--- src/hdl/tsag_pkg.sv ---
`timescale 1ns / 1ps
// ----------------------------------------------------------------------------
// tsag_pkg
// Shared types and constants of the touch slot area gate.
// ----------------------------------------------------------------------------
package tsag_pkg;

  localparam int unsigned CoordW = 12;
  localparam int unsigned SlotW  = 4;
  localparam int unsigned CountW = 4;
  localparam int unsigned CfgIdxW = 2;

  // configuration register indexes
  localparam logic [CfgIdxW-1:0] CfgAreaLeft   = 2'd0;
  localparam logic [CfgIdxW-1:0] CfgAreaRight  = 2'd1;
  localparam logic [CfgIdxW-1:0] CfgAreaTop    = 2'd2;
  localparam logic [CfgIdxW-1:0] CfgAreaBottom = 2'd3;

  typedef enum logic [1:0] {
    StIdle        = 2'd0,
    StPressed     = 2'd1,
    StMoved       = 2'd2,
    StUnsupported = 2'd3
  } slot_st_e;

  typedef enum logic [2:0] {
    EvCancel  = 3'd0,
    EvContact = 3'd1,
    EvLift    = 3'd2,
    EvSync    = 3'd3,
    EvKeysOff = 3'd4
  } ev_kind_e;

  // bit positions of the event plan, in emission order
  localparam int unsigned PlanCancel   = 0;
  localparam int unsigned PlanContact  = 1;
  localparam int unsigned PlanPressSync = 2;
  localparam int unsigned PlanLift     = 3;
  localparam int unsigned PlanKeysOff  = 4;
  localparam int unsigned PlanEndSync  = 5;
  localparam int unsigned PlanW        = 6;

  typedef struct packed {
    logic [PlanW-1:0]  mask;
    logic [SlotW-1:0]  slot;
    logic [CoordW-1:0] x;
    logic [CoordW-1:0] y;
  } plan_t;

  localparam int unsigned PlanQDepth = 2;

endpackage

--- src/hdl/touch_slot_area_gate.sv ---
`timescale 1ns / 1ps
// ----------------------------------------------------------------------------
// touch_slot_area_gate
// Multi-touch area gate: filters slot contacts through a configured rectangle.
// ----------------------------------------------------------------------------
// Each input item describes one touch slot of a frame. The front stage takes
// one item per clock while its plan queue has room, updates the slot status
// and active count in that same cycle, and records which events the item
// causes. The back stage turns each plan into events at one per clock while
// the result register is empty or being popped, so the events of an item leave
// one after another; items that cause no event write no plan and give none.
// The sustained rate is therefore set by the single result register: at most
// one event per clock. An accepted item's plan is registered in the plan queue,
// and its events are then registered in the result register. Area registers may
// be written at any time the block is idle; the write channel is always ready.
// ----------------------------------------------------------------------------
module touch_slot_area_gate import tsag_pkg::*; #(
  parameter int unsigned SLOT_COUNT = 10
) (
  input  logic               clk_i,
  input  logic               rst_ni,
  // area configuration
  input  logic               cfg_valid_i,
  output logic               cfg_ready_o,
  input  logic [CfgIdxW-1:0] cfg_index_i,
  input  logic [CoordW-1:0]  cfg_data_i,
  // slot items
  input  logic               push,
  output logic               full,
  input  logic [SlotW-1:0]   slot_i,
  input  logic               present_now_i,
  input  logic               present_before_i,
  input  logic [CoordW-1:0]  pos_x_i,
  input  logic [CoordW-1:0]  pos_y_i,
  input  logic               cancel_request_i,
  input  logic               frame_end_i,
  // events
  output logic               empty,
  input  logic               pop,
  output logic [2:0]         event_kind_o,
  output logic [SlotW-1:0]   event_slot_o,
  output logic [CoordW-1:0]  event_x_o,
  output logic [CoordW-1:0]  event_y_o,
  output logic               last_event_o
);

  logic  accept;
  logic  plan_wr, plan_full, plan_rd, plan_empty;
  plan_t plan_in, plan_out;

  // an item is taken whenever the plan queue can hold its plan
  assign full   = plan_full;
  assign accept = push && !plan_full;

  tsag_front #(
    .SLOT_COUNT(SLOT_COUNT)
  ) u_front (
    .clk_i            (clk_i),
    .rst_ni           (rst_ni),
    .cfg_valid_i      (cfg_valid_i),
    .cfg_ready_o      (cfg_ready_o),
    .cfg_index_i      (cfg_index_i),
    .cfg_data_i       (cfg_data_i),
    .accept_i         (accept),
    .slot_i           (slot_i),
    .present_now_i    (present_now_i),
    .present_before_i (present_before_i),
    .pos_x_i          (pos_x_i),
    .pos_y_i          (pos_y_i),
    .cancel_request_i (cancel_request_i),
    .frame_end_i      (frame_end_i),
    .plan_wr_o        (plan_wr),
    .plan_o           (plan_in)
  );

  // decouples slot bookkeeping from event delivery
  tsag_plan_fifo u_plan_q (
    .clk_i     (clk_i),
    .rst_ni    (rst_ni),
    .wr_i      (plan_wr),
    .wr_data_i (plan_in),
    .full_o    (plan_full),
    .rd_i      (plan_rd),
    .rd_data_o (plan_out),
    .empty_o   (plan_empty)
  );

  tsag_back u_back (
    .clk_i        (clk_i),
    .rst_ni       (rst_ni),
    .plan_empty_i (plan_empty),
    .plan_i       (plan_out),
    .plan_rd_o    (plan_rd),
    .empty_o      (empty),
    .pop_i        (pop),
    .event_kind_o (event_kind_o),
    .event_slot_o (event_slot_o),
    .event_x_o    (event_x_o),
    .event_y_o    (event_y_o),
    .last_event_o (last_event_o)
  );

endmodule

--- src/hdl/tsag_plan_fifo.sv ---
`timescale 1ns / 1ps
// ----------------------------------------------------------------------------
// tsag_plan_fifo
// Two-entry queue of event plans between front and back.
// ----------------------------------------------------------------------------
module tsag_plan_fifo import tsag_pkg::*; (
  input  logic  clk_i,
  input  logic  rst_ni,
  input  logic  wr_i,
  input  plan_t wr_data_i,
  output logic  full_o,
  input  logic  rd_i,
  output plan_t rd_data_o,
  output logic  empty_o
);

  localparam int unsigned PtrW = (PlanQDepth > 1) ? $clog2(PlanQDepth) : 1;
  localparam int unsigned CntW = $clog2(PlanQDepth + 1);

  plan_t             mem_q [PlanQDepth];
  logic [PtrW-1:0]   wr_ptr_q, wr_ptr_d;
  logic [PtrW-1:0]   rd_ptr_q, rd_ptr_d;
  logic [CntW-1:0]   cnt_q, cnt_d;
  logic              do_wr, do_rd;

  assign full_o    = (cnt_q == CntW'(PlanQDepth));
  assign empty_o   = (cnt_q == '0);
  assign rd_data_o = mem_q[rd_ptr_q];
  assign do_wr     = wr_i && !full_o;
  assign do_rd     = rd_i && !empty_o;

  always_comb begin
    wr_ptr_d = wr_ptr_q;
    rd_ptr_d = rd_ptr_q;
    cnt_d    = cnt_q;
    if (do_wr) begin
      wr_ptr_d = (wr_ptr_q == PtrW'(PlanQDepth - 1)) ? '0 : wr_ptr_q + 1'b1;
    end
    if (do_rd) begin
      rd_ptr_d = (rd_ptr_q == PtrW'(PlanQDepth - 1)) ? '0 : rd_ptr_q + 1'b1;
    end
    if (do_wr && !do_rd) begin
      cnt_d = cnt_q + 1'b1;
    end else if (do_rd && !do_wr) begin
      cnt_d = cnt_q - 1'b1;
    end
  end

  always_ff @(posedge clk_i or negedge rst_ni) begin
    if (!rst_ni) begin
      wr_ptr_q <= '0;
      rd_ptr_q <= '0;
      cnt_q    <= '0;
    end else begin
      wr_ptr_q <= wr_ptr_d;
      rd_ptr_q <= rd_ptr_d;
      cnt_q    <= cnt_d;
    end
  end

  always_ff @(posedge clk_i) begin
    if (do_wr) begin
      mem_q[wr_ptr_q] <= wr_data_i;
    end
  end

endmodule

--- src/hdl/tsag_front.sv ---
`timescale 1ns / 1ps
// ----------------------------------------------------------------------------
// tsag_front
// Takes slot items, updates slot status and active count, builds event plans.
// ----------------------------------------------------------------------------
module tsag_front import tsag_pkg::*; #(
  parameter int unsigned SLOT_COUNT = 10
) (
  input  logic                 clk_i,
  input  logic                 rst_ni,
  input  logic                 cfg_valid_i,
  output logic                 cfg_ready_o,
  input  logic [CfgIdxW-1:0]   cfg_index_i,
  input  logic [CoordW-1:0]    cfg_data_i,
  input  logic                 accept_i,
  input  logic [SlotW-1:0]     slot_i,
  input  logic                 present_now_i,
  input  logic                 present_before_i,
  input  logic [CoordW-1:0]    pos_x_i,
  input  logic [CoordW-1:0]    pos_y_i,
  input  logic                 cancel_request_i,
  input  logic                 frame_end_i,
  output logic                 plan_wr_o,
  output plan_t                plan_o
);

  localparam int unsigned IdxW = (SLOT_COUNT > 1) ? $clog2(SLOT_COUNT) : 1;

  logic [CoordW-1:0] left_q, right_q, top_q, bottom_q;
  slot_st_e          status_q [SLOT_COUNT];
  logic [CountW-1:0] count_q, count_d;

  logic              in_range, in_area;
  logic [IdxW-1:0]   idx;
  slot_st_e          st_old, st_new;
  logic              cnt_inc, cnt_dec;
  logic [CountW-1:0] count_inc;
  logic [PlanW-1:0]  mask;

  assign cfg_ready_o = 1'b1;

  always_ff @(posedge clk_i or negedge rst_ni) begin
    if (!rst_ni) begin
      left_q   <= '0;
      right_q  <= '1;
      top_q    <= '0;
      bottom_q <= '1;
    end else if (cfg_valid_i) begin
      unique case (cfg_index_i)
        CfgAreaLeft:   left_q   <= cfg_data_i;
        CfgAreaRight:  right_q  <= cfg_data_i;
        CfgAreaTop:    top_q    <= cfg_data_i;
        CfgAreaBottom: bottom_q <= cfg_data_i;
        default:       ;
      endcase
    end
  end

  assign in_range = ({1'b0, slot_i} < (SlotW + 1)'(SLOT_COUNT));
  assign idx      = slot_i[IdxW-1:0];
  assign in_area  = (pos_x_i >= left_q) && (pos_x_i <= right_q) &&
                    (pos_y_i >= top_q) && (pos_y_i <= bottom_q);
  assign st_old   = in_range ? status_q[idx] : StIdle;

  // slot transition and the slot events it gives
  always_comb begin
    slot_st_e st;
    st      = st_old;
    cnt_inc = 1'b0;
    cnt_dec = 1'b0;
    mask    = '0;
    mask[PlanCancel] = cancel_request_i;
    if (in_range) begin
      if (present_now_i) begin
        if (!present_before_i) begin
          if (!in_area) begin
            st = StUnsupported;
          end else begin
            st      = StPressed;
            cnt_inc = 1'b1;
          end
        end
        if (st == StPressed || st == StMoved) begin
          if (!in_area) begin
            mask[PlanLift] = 1'b1;
            st      = StIdle;
            cnt_dec = 1'b1;
          end else begin
            mask[PlanContact] = 1'b1;
            if (st == StPressed) begin
              mask[PlanPressSync] = 1'b1;
              st = StMoved;
            end
          end
        end
      end else if (present_before_i) begin
        if (in_area && st == StMoved) begin
          mask[PlanLift] = 1'b1;
          st      = StIdle;
          cnt_dec = 1'b1;
        end
      end
    end
    st_new = st;
  end

  // count saturates high and floors at zero
  always_comb begin
    count_inc = (cnt_inc && count_q != '1) ? count_q + 1'b1 : count_q;
    count_d   = (cnt_dec && count_inc != '0) ? count_inc - 1'b1 : count_inc;
  end

  always_comb begin
    plan_o      = '0;
    plan_o.mask = mask;
    plan_o.mask[PlanKeysOff] = frame_end_i && (count_d == '0);
    plan_o.mask[PlanEndSync] = frame_end_i;
    plan_o.slot = slot_i;
    plan_o.x    = pos_x_i;
    plan_o.y    = pos_y_i;
  end

  assign plan_wr_o = accept_i && (plan_o.mask != '0);

  always_ff @(posedge clk_i or negedge rst_ni) begin
    if (!rst_ni) begin
      count_q <= '0;
      for (int i = 0; i < SLOT_COUNT; i++) begin
        status_q[i] <= StIdle;
      end
    end else if (accept_i) begin
      count_q <= count_d;
      if (in_range) begin
        status_q[idx] <= st_new;
      end
    end
  end

endmodule

--- src/hdl/tsag_back.sv ---
`timescale 1ns / 1ps
// ----------------------------------------------------------------------------
// tsag_back
// Walks each plan, issuing one event per cycle when the result register is free.
// ----------------------------------------------------------------------------
module tsag_back import tsag_pkg::*; (
  input  logic              clk_i,
  input  logic              rst_ni,
  input  logic              plan_empty_i,
  input  plan_t             plan_i,
  output logic              plan_rd_o,
  output logic              empty_o,
  input  logic              pop_i,
  output logic [2:0]        event_kind_o,
  output logic [SlotW-1:0]  event_slot_o,
  output logic [CoordW-1:0] event_x_o,
  output logic [CoordW-1:0] event_y_o,
  output logic              last_event_o
);

  logic [PlanW-1:0]  done_q, done_d;
  logic [PlanW-1:0]  remaining, sel;
  logic              is_last, issue;
  logic              valid_q, valid_d;
  ev_kind_e          kind_q, kind_d;
  logic [SlotW-1:0]  slot_q, slot_d;
  logic [CoordW-1:0] x_q, x_d, y_q, y_d;
  logic              last_q, last_d;

  assign remaining = plan_empty_i ? '0 : (plan_i.mask & ~done_q);
  assign sel       = remaining & (~remaining + 1'b1);
  assign is_last   = ((remaining & ~sel) == '0);
  assign issue     = (remaining != '0) && (!valid_q || pop_i);
  assign plan_rd_o = issue && is_last;

  always_comb begin
    done_d = done_q;
    if (issue) begin
      done_d = is_last ? '0 : (done_q | sel);
    end
  end

  always_comb begin
    kind_d = EvSync;
    slot_d = '0;
    x_d    = '0;
    y_d    = '0;
    last_d = is_last;
    priority if (sel[PlanCancel]) begin
      kind_d = EvCancel;
    end else if (sel[PlanContact]) begin
      kind_d = EvContact;
      slot_d = plan_i.slot;
      x_d    = plan_i.x;
      y_d    = plan_i.y;
    end else if (sel[PlanLift]) begin
      kind_d = EvLift;
      slot_d = plan_i.slot;
    end else if (sel[PlanKeysOff]) begin
      kind_d = EvKeysOff;
    end else begin
      kind_d = EvSync;
    end
  end

  always_comb begin
    valid_d = valid_q;
    if (issue) begin
      valid_d = 1'b1;
    end else if (pop_i) begin
      valid_d = 1'b0;
    end
  end

  always_ff @(posedge clk_i or negedge rst_ni) begin
    if (!rst_ni) begin
      done_q  <= '0;
      valid_q <= 1'b0;
    end else begin
      done_q  <= done_d;
      valid_q <= valid_d;
    end
  end

  always_ff @(posedge clk_i) begin
    if (issue) begin
      kind_q <= kind_d;
      slot_q <= slot_d;
      x_q    <= x_d;
      y_q    <= y_d;
      last_q <= last_d;
    end
  end

  assign empty_o      = !valid_q;
  assign event_kind_o = kind_q;
  assign event_slot_o = slot_q;
  assign event_x_o    = x_q;
  assign event_y_o    = y_q;
  assign last_event_o = last_q;

endmodule
--- config.mk ---
export PLATFORM = sky130hd
export DESIGN_NAME = touch_slot_area_gate
export DESIGN_NICKNAME = d
export VERILOG_FILES = /design/src/hdl/tsag_pkg.sv /design/src/hdl/touch_slot_area_gate.sv /design/src/hdl/tsag_plan_fifo.sv /design/src/hdl/tsag_front.sv /design/src/hdl/tsag_back.sv
export SDC_FILE = /design/constraint.sdc
export NUM_CORES = 1
export LEC_CHECK = 0
export BUFFER_PORTS_ARGS = -buffer_cell sky130_fd_sc_hd__buf_4
export CORE_ASPECT_RATIO = 0.8
export CORE_UTILIZATION = 60
export DETAILED_ROUTE_END_ITERATION = 16
export PLACE_DENSITY = 0.89
export SLEW_MARGIN = 20
export SYNTH_ARGS = -nofsm -noshare
export SYNTH_HDL_FRONTEND = slang
export SYNTH_HIERARCHICAL = 1
export SYNTH_SLANG_ARGS = --single-unit
--- constraint.sdc ---
create_clock -name clk_i -period 6.8 [get_ports clk_i]
set_input_delay 1.36 -clock clk_i [delete_from_list [all_inputs] [get_ports clk_i]]
set_output_delay 1.36 -clock clk_i [all_outputs]
set_load 0.02 [all_outputs]
==> impl_metrics.ini <==
[status]
status = completed

[clock_tree]
htree_levels = 4
cts_made_buffers = 17
cts_setup_buffers = 0
clkLatencyLatePin_ns = 0.44
cts_hold_fix_bufs = 0
cts-resized-gates = 0
clock-sinks = 183
cts_root_buf = sky130_fd_sc_hd__clkbuf_16
number_of_buffers_on_the_longest_clock_path = 2
tritoncts_clock_tree = done
clk_transition_reported_paths_ns = 0.07

[logic_synthesis]
syn_std_cell_area_um2 = 9270
largest_family_of_logic_cells_by_synthesized_area = multiplexers
synth-seq-area-share_pct = 55.1
synthMostInstantiatedCell = sky130_fd_sc_hd__edfxtp_1
post_synth_and_or_nand_nor_area_fraction_pct = 9.56
yosys_register_bits = 183
ys_async_sr_fraction_pct = 45.4
synth_fa_ha_area_share_pct = 7.29
ys_dominant_reg_cell = sky130_fd_sc_hd__edfxtp_1
synth_enable_flop_cells = 100
synthesized_net_count = 806
synth_area_leaders = sky130_fd_sc_hd__edfxtp_1 32%, sky130_fd_sc_hd__dfrtp_1 16%, sky130_fd_sc_hd__mux2_2 7.7%
yosysWarnings = 6
yosys.area_share.xor_xnor_pct = 0.850
yosysTopAreaCell = sky130_fd_sc_hd__edfxtp_1
synth_mux_area_share_pct = 14.4
yosysUniqueCellTypes = 70
synth_compound_area_share_pct = 6.48
synth_area_per_cell_um2 = 13.2
synthesis.instances = 701
netlist_top_cells_count = 100 x sky130_fd_sc_hd__edfxtp_1, 63 x sky130_fd_sc_hd__mux2_2, 59 x sky130_fd_sc_hd__dfrtp_1, 55 x sky130_fd_sc_hd__inv_1, 54 x sky130_fd_sc_hd__ha_1
synth_top_cell_area_share_pct = 32.4

[detailed_routing]
dr_wl_met2_um = 8990
finalWirelength_um = 18500
via_count = 5716
routed_wire_length_per_instance_um = 18.9
route.detailed.drc = 0
wl_met1_um = 8170
drt_first_pass_iters = 5
topRoutingLayerUsed = met4
met3_length_um = 974
initialDrtViolationCount = 411
post_drt_via_cell_ratio = 5.81
ant_nets = 0

[sta]
maxSlewViolCount = 0
whs_ns = 0.510
max-slew-margin-rel_pct = 28.0
finalCriticalPeriod_ns = 5.39
worstMarginPinSlew_ns = 1.08
part_of_the_cycle_the_worst_path_needs_pct = 79.2
final_hold_viol_count = 0
final-setup-viol-count = 0
achievable-frequency_ghz = 0.186
fin_setup_tns_ns = 0
timing.clock.skew_ns = 0.00969
worst_slack_ns = 1.41
grt_setup_unrepaired = false

[worst_hold_path]
timing.hold.worst.start = u_front/top_q[8]
timing.hold.worst.class = reg2reg
whs_path_depth = 1
holdPathEnd = u_front/top_q[8]

[cells_and_area]
drive_above_1_share_pct = 33.4
areaGrowthSynthToFinish_pct = 12.5
antenna_cells = 0
final_core_util_pct = 69.2
design.final.nets = 865

[global_routing]
grt_start_max_net_pins = 77
grt_pass1_vias = 5896
grt.total_usage_pct = 25.0
grt_total_ovfl = 0
grt_first_pass_wirelength_um = 30100
antenna_found_initial = 0

[placed_design]
numPortBuffers = 84
hpwlAfterDp_um = 13000
pre_cts_slack_ns = 1.05
finalWeightedCongestion = 0.844

[power]
p_per_area_nw_per_um2 = 394
leakagePower_uw = 0.00442
total_power_uw = 4110
max-vdd-ir-drop_uv = 218

[critical_path]
timing.rr.start = u_front/bottom_q[1]
critPathTopFamily = simple AND/OR/NAND/NOR gates
crit_path_end_kind = flip-flop
timing_worst_setup_path_type = in2reg
critical_path_arrival_ns = 5.48
worst-endpoint-required_ns = 6.89
path_max_fanout = 30
timing.reg2reg.worst_path_depth = 15
worst_setup_path_start_kind = primary input
ff2ff_setup_slack_ns = 2.03
r2r-end = u_plan_q/mem_q[0][1]
slowest_delay_ns = 0.43
bufs_and_invs_on_worst_path = 3
slowest_stage = sky130_fd_sc_hd__or4_1
worstPathCellList = buf_4 > inv_1 > ha_1 > nand2b_4 > a2111oi_2 > a2111oi_0 > or4_1 > o2111ai_2 > mux2i_1 > ha_1 > nand3b_1 > mux2i_2 > o41a_1 > nand2_1 > nor2_2 > buf_4

[job]
maxCapViolations = 0

[floorplanning]
row_count = 40
chipHeight_um = 113
core-area_um2 = 15100
io_pins = 86
floorplan.die_area_um2 = 16000
start_util_pct = 61.5
die_w_um = 141
per-stage QoR:
| step | instance area (um^2) | cells |
|---|---|---|
| after floorplan | 9270 | 701 |
| after global placement | 9840 | 951 |
| after detailed placement | 9850 | 951 |
| after CTS | 10400 | 983 |
| after global routing | 10400 | 983 |
| final | 10400 | 983 |
how the worst max path moves through the flow:
stage	cells past startpoint	endpoint	slack [ns]	start
2_1_floorplan	15	u_plan_q/mem_q[0][0]	0.74	pos_y_i[0]
6_report	16	u_plan_q/mem_q[0][1]	1.41	pos_y_i[0]
5_1_grt	16	u_plan_q/mem_q[0][7]	1.15	pos_y_i[0]
3_5_place_dp	16	u_plan_q/mem_q[0][0]	1.05	pos_y_i[0]
4_1_cts	16	u_plan_q/mem_q[0][7]	1.47	pos_y_i[0]
3_3_place_gp	16	u_plan_q/mem_q[0][0]	1.28	pos_y_i[0]
area by class of cell:
cell class	instances	area, um^2
Clock buffer	19	433
Clock inverter	13	141
Fill cell	993	4640
Inverter	57	214
Multi-Input combinational cell	412	3600
Sequential cell	183	5110
Tap cell	210	263
Timing Repair Buffer	89	668
flip-flops by register name, indices dropped and copies added (netlist names), 4 cells and up:
register / count
u_front/left_q: 12
u_back/event_x_o: 12
u_front/bottom_q: 12
u_front/right_q: 12
u_back/event_slot_o: 4
u_front/status_q: 20
u_back/event_y_o: 12
u_front/count_q: 4
u_plan_q/mem_q: 68
u_back/done_q: 6
u_front/top_q: 12
cells in the final DEF, fill, tap and decap left out, types with 26 or more instances in the layout:
cell type and n:
sky130_fd_sc_hd__dfrtp_1 58, sky130_fd_sc_hd__buf_4 89, sky130_fd_sc_hd__mux2_4 29, sky130_fd_sc_hd__edfxtp_1 100
sky130_fd_sc_hd__inv_1 55, sky130_fd_sc_hd__mux2_2 63, sky130_fd_sc_hd__ha_1 54, sky130_fd_sc_hd__and2_1 26
cell families after synthesis:
group | count (synthesis)
compound gates | 89
xor+xnor | 9
fa+ha+maj | 54
buf+inv | 106
flops | 183
mux | 105
other cells | 1
simple gates | 154
routing by layer:
metal | vias up | GRT usage [%]
met2 | 195 | 41.3
met3 | 38 | 4.87
met5 | - | 0
met4 | 0 | 10.7
met1 | 2852 | 32.5
li1 | 2631 | -
worst reg2reg max path: stages (launching register included):
cell,delay (ns)
sky130_fd_sc_hd__dfstp_2,0.54
sky130_fd_sc_hd__inv_1,0.05
sky130_fd_sc_hd__ha_1,0.27
sky130_fd_sc_hd__nor2b_1,0.14
sky130_fd_sc_hd__o211ai_1,0.17
sky130_fd_sc_hd__a211oi_1,0.11
sky130_fd_sc_hd__a2111oi_2,0.36
sky130_fd_sc_hd__o2111ai_2,0.38
sky130_fd_sc_hd__mux2i_1,0.40
sky130_fd_sc_hd__ha_1,0.36
sky130_fd_sc_hd__nand3b_1,0.20
sky130_fd_sc_hd__mux2i_2,0.43
sky130_fd_sc_hd__o41a_1,0.25
sky130_fd_sc_hd__nand2_1,0.12
sky130_fd_sc_hd__nor2_2,0.23
sky130_fd_sc_hd__buf_4,0.41
report_power, final:
group | total (uW) | internal [uW] | switching, uW
registers | 1750 | 1560 | 188
logic | 1400 | 642 | 758
clock network | 956 | 517 | 439
total | 4110 | 2720 | 1390
(Power assumes the default switching activity.)
